## src/rtl/bsa_pkg.sv

```systemverilog
// ----------------------------------------------------------------------------
// bsa_pkg: shared definitions for the safety allocator
// Sizes, operation and verdict codes, the controller state encoding and the
// command and status bundles that pass between controller and datapath.
// ----------------------------------------------------------------------------
package bsa_pkg;

    localparam int PROCESSES   = 4;
    localparam int RESOURCES   = 3;
    localparam int COUNT_WIDTH = 8;

    localparam int PROC_W = (PROCESSES > 1) ? $clog2(PROCESSES) : 1;
    localparam int RES_W  = (RESOURCES > 1) ? $clog2(RESOURCES) : 1;

    localparam int OP_W    = 3;
    localparam int AMT_W   = 8;
    localparam int AMT_NUM = 3;

    typedef logic [COUNT_WIDTH-1:0] t_count;
    typedef logic [AMT_W-1:0]       t_amount;
    typedef logic [PROC_W-1:0]      t_proc_idx;

    localparam logic [OP_W-1:0] OP_LOAD_ALLOC = 3'd0;
    localparam logic [OP_W-1:0] OP_LOAD_NEED  = 3'd1;
    localparam logic [OP_W-1:0] OP_LOAD_AVAIL = 3'd2;
    localparam logic [OP_W-1:0] OP_REQUEST    = 3'd3;
    localparam logic [OP_W-1:0] OP_CHECK      = 3'd4;

    typedef enum logic [1:0] {
        VERDICT_SAFE    = 2'd0,
        VERDICT_UNSAFE  = 2'd1,
        VERDICT_INVALID = 2'd2
    } t_verdict;

    localparam logic KIND_SEQ     = 1'b0;
    localparam logic KIND_VERDICT = 1'b1;

    typedef enum logic [4:0] {
        S_IDLE = 5'b00001,
        S_REQ  = 5'b00010,
        S_INIT = 5'b00100,
        S_SCAN = 5'b01000,
        S_VERD = 5'b10000
    } t_state;

    typedef struct packed {
        logic     load_alloc;
        logic     load_need;
        logic     load_avail;
        logic     capture;
        logic     apply;
        logic     init;
        logic     pick;
        logic     next;
        logic     rollback;
        logic     emit_verdict;
        t_verdict verdict;
    } t_cmd;

    typedef struct packed {
        logic req_ok;
        logic fit;
        logic last_cand;
        logic all_done;
        logic out_free;
    } t_status;

endpackage

```

## src/rtl/bankers_safety_allocator.sv

```systemverilog
// ----------------------------------------------------------------------------
// bankers_safety_allocator: deadlock-avoidance resource allocator
// The input channel carries load, request and safety check items; the output
// channel carries safe-sequence entries followed by one verdict per run.
// Loads give no result. A check or a granted request
// loads the work vector from the available vector and then
// tests one candidate process per cycle against the need table, holding on
// a fitting candidate while the output register is full and restarting
// at process zero after each finished process.
// One item is worked on at a time; the input is ready only while idle.
// Results leave through a single output register; when the receiver stalls,
// the scan holds until that register is free, so no result is lost.
// A request that fails validation yields a single invalid verdict and changes
// nothing; an unsafe grant is rolled back as its verdict is issued.
// Reset clears all tables, the available vector and the output valid flag.
// ----------------------------------------------------------------------------
module bankers_safety_allocator (
    input  logic       i_clk,
    input  logic       i_rst_n,
    input  logic       i_in_valid,
    output logic       o_in_ready,
    input  logic [2:0] i_op,
    input  logic [1:0] i_proc,
    input  logic [1:0] i_res,
    input  logic [7:0] i_load_value,
    input  logic [7:0] i_amount_0,
    input  logic [7:0] i_amount_1,
    input  logic [7:0] i_amount_2,
    output logic       o_out_valid,
    input  logic       i_out_ready,
    output logic       o_kind,
    output logic [1:0] o_seq_process,
    output logic [1:0] o_verdict,
    output logic       o_last
);

    bsa_pkg::t_cmd    w_cmd;
    bsa_pkg::t_status w_status;

    bsa_ctrl u_ctrl (
        .i_clk      (i_clk),
        .i_rst_n    (i_rst_n),
        .i_in_valid (i_in_valid),
        .o_in_ready (o_in_ready),
        .i_op       (i_op),
        .i_status   (w_status),
        .o_cmd      (w_cmd)
    );

    bsa_datapath u_datapath (
        .i_clk         (i_clk),
        .i_rst_n       (i_rst_n),
        .i_cmd         (w_cmd),
        .o_status      (w_status),
        .i_proc        (i_proc),
        .i_res         (i_res),
        .i_load_value  (i_load_value),
        .i_amount_0    (i_amount_0),
        .i_amount_1    (i_amount_1),
        .i_amount_2    (i_amount_2),
        .o_out_valid   (o_out_valid),
        .i_out_ready   (i_out_ready),
        .o_kind        (o_kind),
        .o_seq_process (o_seq_process),
        .o_verdict     (o_verdict),
        .o_last        (o_last)
    );

endmodule

```

## src/rtl/bsa_ctrl.sv

```systemverilog
// ----------------------------------------------------------------------------
// bsa_ctrl: sequencing controller
// Decodes accepted items and steps the datapath through request validation,
// tentative grant, the safety scan, the verdict and the rollback.
// ----------------------------------------------------------------------------
module bsa_ctrl (
    input  logic             i_clk,
    input  logic             i_rst_n,
    input  logic             i_in_valid,
    output logic             o_in_ready,
    input  logic [2:0]       i_op,
    input  bsa_pkg::t_status i_status,
    output bsa_pkg::t_cmd    o_cmd
);

    bsa_pkg::t_state r_state, n_state;
    logic            r_is_req, n_is_req;
    logic            w_accept;

    assign o_in_ready = (r_state == bsa_pkg::S_IDLE);
    assign w_accept   = i_in_valid && o_in_ready;

    always_comb begin
        n_state = r_state;
        n_is_req = r_is_req;
        o_cmd = '0;
        o_cmd.verdict = bsa_pkg::VERDICT_SAFE;
        unique case (r_state)
            bsa_pkg::S_IDLE: begin
                if (w_accept) begin
                    unique case (i_op)
                        bsa_pkg::OP_LOAD_ALLOC: o_cmd.load_alloc = 1'b1;
                        bsa_pkg::OP_LOAD_NEED:  o_cmd.load_need = 1'b1;
                        bsa_pkg::OP_LOAD_AVAIL: o_cmd.load_avail = 1'b1;
                        bsa_pkg::OP_REQUEST: begin
                            o_cmd.capture = 1'b1;
                            n_is_req = 1'b1;
                            n_state = bsa_pkg::S_REQ;
                        end
                        bsa_pkg::OP_CHECK: begin
                            n_is_req = 1'b0;
                            n_state = bsa_pkg::S_INIT;
                        end
                        default: n_state = bsa_pkg::S_IDLE;
                    endcase
                end
            end
            bsa_pkg::S_REQ: begin
                if (i_status.req_ok) begin
                    o_cmd.apply = 1'b1;
                    n_state = bsa_pkg::S_INIT;
                end else if (i_status.out_free) begin
                    o_cmd.emit_verdict = 1'b1;
                    o_cmd.verdict = bsa_pkg::VERDICT_INVALID;
                    n_state = bsa_pkg::S_IDLE;
                end
            end
            bsa_pkg::S_INIT: begin
                o_cmd.init = 1'b1;
                n_state = bsa_pkg::S_SCAN;
            end
            bsa_pkg::S_SCAN: begin
                if (i_status.all_done) begin
                    n_state = bsa_pkg::S_VERD;
                end else if (i_status.fit) begin
                    if (i_status.out_free) begin
                        o_cmd.pick = 1'b1;
                    end
                end else if (i_status.last_cand) begin
                    n_state = bsa_pkg::S_VERD;
                end else begin
                    o_cmd.next = 1'b1;
                end
            end
            bsa_pkg::S_VERD: begin
                if (i_status.out_free) begin
                    o_cmd.emit_verdict = 1'b1;
                    o_cmd.verdict = i_status.all_done ? bsa_pkg::VERDICT_SAFE
                                                      : bsa_pkg::VERDICT_UNSAFE;
                    o_cmd.rollback = r_is_req && !i_status.all_done;
                    n_state = bsa_pkg::S_IDLE;
                end
            end
            default: n_state = bsa_pkg::S_IDLE;
        endcase
    end

    always_ff @(posedge i_clk) begin
        if (!i_rst_n) begin
            r_state <= bsa_pkg::S_IDLE;
            r_is_req <= 1'b0;
        end else begin
            r_state <= n_state;
            r_is_req <= n_is_req;
        end
    end

endmodule

```

## src/rtl/bsa_datapath.sv

```systemverilog
// ----------------------------------------------------------------------------
// bsa_datapath: tables, work vector and result register
// Holds the allocation and need tables, the available vector, the captured
// request, the scan state of the safety check and the output register.
// ----------------------------------------------------------------------------
module bsa_datapath (
    input  logic             i_clk,
    input  logic             i_rst_n,
    input  bsa_pkg::t_cmd    i_cmd,
    output bsa_pkg::t_status o_status,
    input  logic [1:0]       i_proc,
    input  logic [1:0]       i_res,
    input  logic [7:0]       i_load_value,
    input  logic [7:0]       i_amount_0,
    input  logic [7:0]       i_amount_1,
    input  logic [7:0]       i_amount_2,
    output logic             o_out_valid,
    input  logic             i_out_ready,
    output logic             o_kind,
    output logic [1:0]       o_seq_process,
    output logic [1:0]       o_verdict,
    output logic             o_last
);

    localparam int SUM_W = bsa_pkg::COUNT_WIDTH + 1;
    localparam logic [SUM_W-1:0] COUNT_MAX = {1'b0, {bsa_pkg::COUNT_WIDTH{1'b1}}};

    bsa_pkg::t_count    r_alloc [bsa_pkg::PROCESSES][bsa_pkg::RESOURCES];
    bsa_pkg::t_count    r_need  [bsa_pkg::PROCESSES][bsa_pkg::RESOURCES];
    bsa_pkg::t_count    r_avail [bsa_pkg::RESOURCES];
    bsa_pkg::t_count    r_work  [bsa_pkg::RESOURCES];
    bsa_pkg::t_count    r_amt   [bsa_pkg::RESOURCES];
    bsa_pkg::t_amount   w_amt_in [bsa_pkg::AMT_NUM];
    bsa_pkg::t_amount   r_amt_raw [bsa_pkg::RESOURCES];
    bsa_pkg::t_proc_idx r_proc;
    logic               r_proc_ok;
    bsa_pkg::t_proc_idx r_cand;
    logic [bsa_pkg::PROCESSES-1:0] r_done;
    logic               r_out_valid;
    logic               r_kind;
    logic [1:0]         r_seq_process;
    logic [1:0]         r_verdict;
    logic               w_ld_proc_ok;
    logic               w_ld_res_ok;
    bsa_pkg::t_proc_idx w_ld_proc;
    logic [bsa_pkg::RES_W-1:0] w_ld_res;
    bsa_pkg::t_count    w_ld_val;
    logic               w_req_ok;
    logic               w_fit;
    logic [SUM_W-1:0]   w_sum [bsa_pkg::RESOURCES];

    assign w_amt_in[0] = i_amount_0;
    assign w_amt_in[1] = i_amount_1;
    assign w_amt_in[2] = i_amount_2;

    assign w_ld_proc_ok = int'(i_proc) < bsa_pkg::PROCESSES;
    assign w_ld_res_ok  = int'(i_res) < bsa_pkg::RESOURCES;
    assign w_ld_proc    = bsa_pkg::PROC_W'(i_proc);
    assign w_ld_res     = bsa_pkg::RES_W'(i_res);
    assign w_ld_val     = bsa_pkg::COUNT_WIDTH'(i_load_value);

    always_comb begin
        w_req_ok = r_proc_ok;
        for (int r = 0; r < bsa_pkg::RESOURCES; r++) begin
            if (32'(r_amt_raw[r]) > 32'(r_need[r_proc][r])) w_req_ok = 1'b0;
            if (32'(r_amt_raw[r]) > 32'(r_avail[r])) w_req_ok = 1'b0;
            if ((32'(r_alloc[r_proc][r]) + 32'(r_amt_raw[r])) > 32'(COUNT_MAX)) begin
                w_req_ok = 1'b0;
            end
        end
    end

    always_comb begin
        w_fit = !r_done[r_cand];
        for (int r = 0; r < bsa_pkg::RESOURCES; r++) begin
            if (r_need[r_cand][r] > r_work[r]) w_fit = 1'b0;
            w_sum[r] = SUM_W'(r_work[r]) + SUM_W'(r_alloc[r_cand][r]);
        end
    end

    assign o_status.req_ok    = w_req_ok;
    assign o_status.fit       = w_fit;
    assign o_status.last_cand = int'(r_cand) == bsa_pkg::PROCESSES - 1;
    assign o_status.all_done  = &r_done;
    assign o_status.out_free  = !r_out_valid || i_out_ready;

    always_ff @(posedge i_clk) begin
        if (!i_rst_n) begin
            for (int p = 0; p < bsa_pkg::PROCESSES; p++) begin
                for (int r = 0; r < bsa_pkg::RESOURCES; r++) begin
                    r_alloc[p][r] <= '0;
                    r_need[p][r] <= '0;
                end
            end
            for (int r = 0; r < bsa_pkg::RESOURCES; r++) begin
                r_avail[r] <= '0;
            end
        end else begin
            if (i_cmd.load_alloc && w_ld_proc_ok && w_ld_res_ok) begin
                r_alloc[w_ld_proc][w_ld_res] <= w_ld_val;
            end
            if (i_cmd.load_need && w_ld_proc_ok && w_ld_res_ok) begin
                r_need[w_ld_proc][w_ld_res] <= w_ld_val;
            end
            if (i_cmd.load_avail && w_ld_res_ok) begin
                r_avail[w_ld_res] <= w_ld_val;
            end
            if (i_cmd.apply) begin
                for (int r = 0; r < bsa_pkg::RESOURCES; r++) begin
                    r_alloc[r_proc][r] <= r_alloc[r_proc][r] + r_amt[r];
                    r_need[r_proc][r] <= r_need[r_proc][r] - r_amt[r];
                    r_avail[r] <= r_avail[r] - r_amt[r];
                end
            end
            if (i_cmd.rollback) begin
                for (int r = 0; r < bsa_pkg::RESOURCES; r++) begin
                    r_alloc[r_proc][r] <= r_alloc[r_proc][r] - r_amt[r];
                    r_need[r_proc][r] <= r_need[r_proc][r] + r_amt[r];
                    r_avail[r] <= r_avail[r] + r_amt[r];
                end
            end
        end
    end

    always_ff @(posedge i_clk) begin
        if (i_cmd.capture) begin
            r_proc <= w_ld_proc;
            r_proc_ok <= w_ld_proc_ok;
            for (int r = 0; r < bsa_pkg::RESOURCES; r++) begin
                r_amt_raw[r] <= w_amt_in[r];
                r_amt[r] <= bsa_pkg::COUNT_WIDTH'(w_amt_in[r]);
            end
        end
        if (i_cmd.init) begin
            r_done <= '0;
            r_cand <= '0;
            for (int r = 0; r < bsa_pkg::RESOURCES; r++) begin
                r_work[r] <= r_avail[r];
            end
        end
        if (i_cmd.next) begin
            r_cand <= r_cand + 1'b1;
        end
        if (i_cmd.pick) begin
            r_done[r_cand] <= 1'b1;
            r_cand <= '0;
            for (int r = 0; r < bsa_pkg::RESOURCES; r++) begin
                r_work[r] <= (w_sum[r] > COUNT_MAX) ? bsa_pkg::COUNT_WIDTH'(COUNT_MAX)
                                                     : bsa_pkg::COUNT_WIDTH'(w_sum[r]);
            end
        end
    end

    always_ff @(posedge i_clk) begin
        if (!i_rst_n) begin
            r_out_valid <= 1'b0;
        end else if (i_cmd.pick || i_cmd.emit_verdict) begin
            r_out_valid <= 1'b1;
        end else if (i_out_ready) begin
            r_out_valid <= 1'b0;
        end
    end

    always_ff @(posedge i_clk) begin
        if (i_cmd.pick) begin
            r_kind <= bsa_pkg::KIND_SEQ;
            r_seq_process <= 2'(r_cand);
            r_verdict <= bsa_pkg::VERDICT_SAFE;
        end else if (i_cmd.emit_verdict) begin
            r_kind <= bsa_pkg::KIND_VERDICT;
            r_seq_process <= '0;
            r_verdict <= i_cmd.verdict;
        end
    end

    assign o_out_valid   = r_out_valid;
    assign o_kind        = r_kind;
    assign o_seq_process = r_seq_process;
    assign o_verdict     = r_verdict;
    assign o_last        = r_kind;

endmodule

```

## config.mk

```make
export PLATFORM = sky130hd
export DESIGN_NAME = bankers_safety_allocator
export DESIGN_NICKNAME = d
export VERILOG_FILES = /design/src/rtl/bsa_pkg.sv /design/src/rtl/bankers_safety_allocator.sv /design/src/rtl/bsa_ctrl.sv /design/src/rtl/bsa_datapath.sv
export SDC_FILE = /design/constraint.sdc
export NUM_CORES = 1
export LEC_CHECK = 0
export BUFFER_PORTS_ARGS = -buffer_cell sky130_fd_sc_hd__buf_2
export CAP_MARGIN = 20
export CORE_UTILIZATION = 61
export DETAILED_ROUTE_END_ITERATION = 16
export GPL_TIMING_DRIVEN = 0
export PLACE_DENSITY = 0.78
export SYNTH_ARGS = -nofsm -noshare
export SYNTH_HDL_FRONTEND = slang
export SYNTH_SLANG_ARGS = --single-unit
```

## constraint.sdc

```tcl
create_clock -name i_clk -period 9.05 [get_ports i_clk]
set_input_delay 0.905 -clock i_clk [delete_from_list [all_inputs] [get_ports i_clk]]
set_output_delay 0.905 -clock i_clk [all_outputs]
set_load 0.01 [all_outputs]
```

---- Word-level counts from Yosys, hierarchy flattened ----
Memory sizes are Yosys's and may differ from the RTL's. A register that Yosys moved wholly into a read port is not among the register bits.
Cells that the tools add are included.
word-level totals
  memories ................................ 6
  memory bits (read-only) ................. 0
  input port bits ......................... 43
  output and inout port bits .............. 8
  bits in registers ....................... 20
  word-level logic and storage cells ...... 234
  latch bits .............................. 0
  bits in writable memories ............... 288
memory list
  memory                depth  width  rd ports  clocked after memory_dff  write ports  RTL line            source
  u_datapath.r_alloc    4      24     2         2                         4            bsa_datapath.sv:28  bsa_pkg::t_count r_alloc [bsa_pkg::PROCESSES][bsa_pkg::RESOURCES];
  u_datapath.r_need     4      24     2         2                         4            bsa_datapath.sv:29  bsa_pkg::t_count r_need [bsa_pkg::PROCESSES][bsa_pkg::RESOURCES];
  u_datapath.r_amt      3      8      3         0                         3            bsa_datapath.sv:32  bsa_pkg::t_count r_amt [bsa_pkg::RESOURCES];
  u_datapath.r_amt_raw  3      8      3         0                         3            bsa_datapath.sv:34  bsa_pkg::t_amount r_amt_raw [bsa_pkg::RESOURCES];
  u_datapath.r_avail    3      8      3         0                         3            bsa_datapath.sv:30  bsa_pkg::t_count r_avail [bsa_pkg::RESOURCES];
  u_datapath.r_work     3      8      3         0                         3            bsa_datapath.sv:31  bsa_pkg::t_count r_work [bsa_pkg::RESOURCES];
operators by class
  div/mod/pow operators ................... 0
  add/sub/neg operators ................... 25
  bitwise operators ....................... 17
  $mul .................................... 0
  order comparisons ....................... 20
  shift operators ......................... 0
  eq/ne operators ......................... 14
  muxes and demuxes ....................... 117
  reduce and logical (&&, ||, !) cells .... 26
operator list
  cell                   number
  $mux W24               10
  $mux W8                20
  $gt A32 B8 Y1 const B  3
  $reduce_or A24 Y1      4
  $add A8 B8 Y8          9
  $gt A8 B8 Y1           9
  $sub A8 B8 Y8          9
  $add A8 B8 Y9          6
  $mux W1                50
  $mux W2                17
  $mux W5                6
  $gt A9 B8 Y1 const B   3
  $pmux W5 S5            1
  $mux W4                5
  $demux W8 S2           1
  $or A1 B1 Y1           15
  $pmux W5 S3            1
  $reduce_and A4 Y1      2
  $reduce_bool A2 Y1     4
  $reduce_or A8 Y1       1
  $logic_and A1 B1 Y1    7
  $eq A3 B2 Y1 const B   2
  $mux W3                2
  $pmux W3 S2            1
  27 further kinds       31

---- Longest topological paths before layout ----
An unclocked memory read counts as a cell.
  depth in word-level cells ............... 19
  mapped depth ............................ 18
  depth with buffers taken out ............ 15

---- Hierarchy ----
Synthesis repeated with hierarchy kept, for this count alone.
second synthesis, totals
  cells, all modules ...................... 2,099
  area total of the unflattened synthesis .. 21,856.0 um^2
modules (own cells, without submodules)
  module        cells an instance  sequential area each (um^2)  instances  area an instance (um^2)
  bsa_datapath  2,032              8,328.0                      1          21,286.7
  bsa_ctrl      67                 120.1                        1          569.3

---- Worst setup path after synthesis ----
No wires, ideal clock.
  path type ............................... reg-to-reg
  from .................................... register (tool-made name)
  to ...................................... memory u_datapath.r_work[0][0] in the netlist's numbering, enable pin
  cell stages (with the launch flop) ...... 14
  clock period less this slack ............ 4,439 ps
  slack ................................... 4,611 ps
  required time ........................... 8,666 ps
  buffers on the path ..................... 4
  arrival ................................. 4,055 ps
  library setup time ...................... 384 ps
  path through ............................ dfxtp_1 -> buf_2 -> buf_1 -> mux4_2 -> ha_1 -> a21o_1 -> a21o_1 -> a21oi_1 -> nor2_1 -> nor4_1 -> and3_1 -> clkbuf_1 -> buf_2 -> nand2b_1
RTL lines
  what           RTL line
  end, declared  bsa_datapath.sv:31

==> metrics <==
outcome=complete, no violations; CTS H-tree lvls=1; YS warnings=0; GPL Wtd Cong=0.986; maximum resistive drop on vdd=0.000144 V; Final #Nets=2209; clock tree from TritonCTS=yes; ys async rst share=0; final setup fails=0; setup bufs post-CTS=0; Avg Cell Area, Syn=11.3 um2; vias in the first global route=16200; Die ar.=0.0353 mm2; CP Class=flop to flop; worst-skew pair later-pin latency=610 ps; area growth from synthesis to layout=8.79%; Tcrit/Tclk final=0.685; CTS sink count=288; die height=188 um; wire length per cell=26.9 um; synthesized cell area=0.0211 mm2; Num CTS Buffers=31; Power Density=148 mW/mm2; clock buffer depth=3; largest net degree at the start of global routing=17; slew margin rel.=0.174; total chip power=3.38 mW; Starting Density=0.623; Max Slew Vio Count=0; syn nets=2132; Cells after Synth=1863; Detail Route Antenna Nets=0; Slew @ Worst Pin=1240 ps; Resized cells post-CTS=0; endpoints failing hold=0; crit-path max FO=10; startpoint types=flop; Worst EP arrival=6370 ps; minimum hold slack=470 ps; CTS clk-pin slew, worst paths=70 ps; Row Count=67; post-route minimum period=6200 ps; clock skew=23.9 ps; ys flop type=edfxtp_1; RSZ-0062 raised after global routing=false; routed vias=16700; DR pass1 iterations=6; Worst Hold Class=input pin to flop; DRC violation total after the first TritonRoute iteration=2212; Placed Area=0.0219 mm2; TNS Setup=0 ps; fin util=0.678; port buffer count=41; CP endpoint kind=flop; diode count=0; Leak Pwr=9.18 nW; fillcell total=2481; Via-to-Cell Ratio=6.91; layout cell share with drive strength beyond 1=0.144; gr usage total=0.366; worst path required time=9220 ps; sequential area share after synthesis=0.401; Root Buffer=clkbuf_16; initial antenna violation count=0; I/O pins=51; max_cap viols=0; FF+latch count, synth=288; Die Width=188 um; Final Instance Area=0.0229 mm2; cts hold-fix bufs=0; Core ar.=0.0338 mm2; library cells used by synthesis=77; # DRC=0; Post-synth EDFFs=268; Final HPWL DP=49.0 mm; Max Freq=0.161 GHz; Routed WL=64.7 mm; global-route wire length before repair=96.8 mm; grt total ovfl=0
-- power by group --
| part | total [mW] | internal, mW | switching, mW |
|---|---|---|---|
| Clock | 1.32 | 0.752 | 0.565 |
| Sequential | 1.54 | 1.50 | 0.0381 |
| Combinational | 0.525 | 0.215 | 0.310 |
-- flip-flops by register name, summed over array words and instances, names as in the netlist, named ones only --
signal                    count
u_datapath.r_avail           24
u_datapath.r_alloc           96
u_ctrl.r_is_req               1
u_datapath.o_seq_process      2
u_ctrl.r_state                5
u_datapath.r_done             4
u_datapath.o_kind             1
u_datapath.r_proc             2
u_datapath.r_amt_raw         24
u_datapath.r_work            24
u_datapath.o_verdict          2
u_datapath.r_cand             2
u_datapath.o_out_valid        1
u_datapath.r_need            96
-- worst max-delay path: stages, from the launching register on --
cell and delay [ps]:
dfxtp_1 390, buf_1 510, clkbuf_1 700, mux4_2 510, inv_1 90, ha_1 230
nor2b_1 130, o211ai_1 180, a21oi_1 170, nor4_2 570, nand4_2 490, o21ai_4 490
buf_4 330, nand3b_1 430, nand3_1 520
-- cells in the mapped netlist, types with 4 or more instances --
master | count | area [um2]
nor2b_1 | 27 | 169
or3_1 | 4 | 25.0
a21o_1 | 45 | 338
a21oi_1 | 299 | 1500
nand3b_1 | 5 | 37.5
or2_2 | 9 | 56.3
inv_1 | 158 | 593
mux4_2 | 97 | 2180
o211ai_1 | 8 | 60.1
o21bai_1 | 14 | 105
a2111oi_0 | 13 | 114
mux2i_1 | 48 | 480
a22o_1 | 4 | 35.0
nand3_1 | 37 | 185
ha_1 | 211 | 2640
o21ai_0 | 48 | 240
fa_1 | 15 | 300
nand2_1 | 49 | 184
o21a_1 | 17 | 128
buf_1 | 13 | 48.8
a31oi_1 | 8 | 50.1
edfxtp_1 | 268 | 8050
clkbuf_1 | 37 | 139
and3_1 | 4 | 25.0
buf_2 | 27 | 135
nand2b_1 | 15 | 93.8
nor2_1 | 75 | 282
nor3_1 | 52 | 260
xor2_1 | 19 | 166
dfxtp_1 | 20 | 400
xnor2_1 | 58 | 508
and4_1 | 4 | 35.0
buf_12 | 5 | 100
buf_6 | 10 | 113
a211oi_1 | 7 | 52.6
nand3b_2 | 21 | 236
o22a_1 | 24 | 210
nand4_1 | 19 | 119
-- path summary, 6_finish.rpt --
path	from	to	slack, ps	depth (start not counted)
worst max register to register	flop	u_datapath.r_alloc[0][17]	2850	14
worst min-delay path	i_amount_1[4]	u_datapath.r_amt_raw[0][12]	470	1
worst max-delay path	flop	u_datapath.r_alloc[0][17]	2850	14
worst min register to register	u_datapath.o_verdict[0]	u_datapath.o_verdict[0]	480	2
-- layout by cell type, fill, tap and decap left out, types with 17 or more instances in the layout --
cell type	Yosys	layout
inv_1	158	158
nor2_1	75	75
xnor2_1	58	58
mux4_2	97	97
nand3_1	37	37
nand2_1	49	49
a21o_1	45	45
clkbuf_16	0	31
dfxtp_1	20	20
edfxtp_1	268	268
mux2i_1	48	48
buf_2	27	68
nand4_1	19	19
clkbuf_1	37	44
a21oi_1	299	299
xor2_1	19	19
nor2b_1	27	27
o22a_1	24	24
nand3b_2	21	21
o21a_1	17	17
o21ai_0	48	48
nor3_1	52	52
ha_1	211	211
-- final cells by class --
type / instances / area [um2] / area share
inverters: 158 / 593 / 0.0259
clock inverters: 15 / 203 / 0.00885
well taps: 448 / 561 / 0.0245
multi-input cells: 1322 / 11500 / 0.500
plain buffers: 95 / 558 / 0.0244
clock buffers: 39 / 816 / 0.0356
repair buffers: 44 / 272 / 0.0119
flip-flops and latches: 288 / 8450 / 0.369
-- per-layer routing --
metal	routed length, um	track usage	up-vias	share of wire
li1	-	-	7198	-
met1	24000	0.484	8019	0.37
met2	28800	0.574	1206	0.44
met3	8390	0.0850	233	0.13
met4	3520	0.167	0	0.054
met5	0	0	-	0
-- kinds of logic after synthesis --
kind of cell	synth area share
compound gates	0.151
fa+ha+maj	0.140
mux	0.128
simple gates	0.0932
buf+inv	0.0547
flops	0.401
xor+xnor	0.0320
-- per-stage QoR --
stage,cells,setup slack [ps]
2_1_floorplan,1863,4610
3_5_place_dp,2354,2910
4_1_cts,2408,2820
6_report,2409,2850
3_3_place_gp,2352,2890
5_1_grt,2409,2790
No activity file was read; power rests on OpenSTA's default activity.
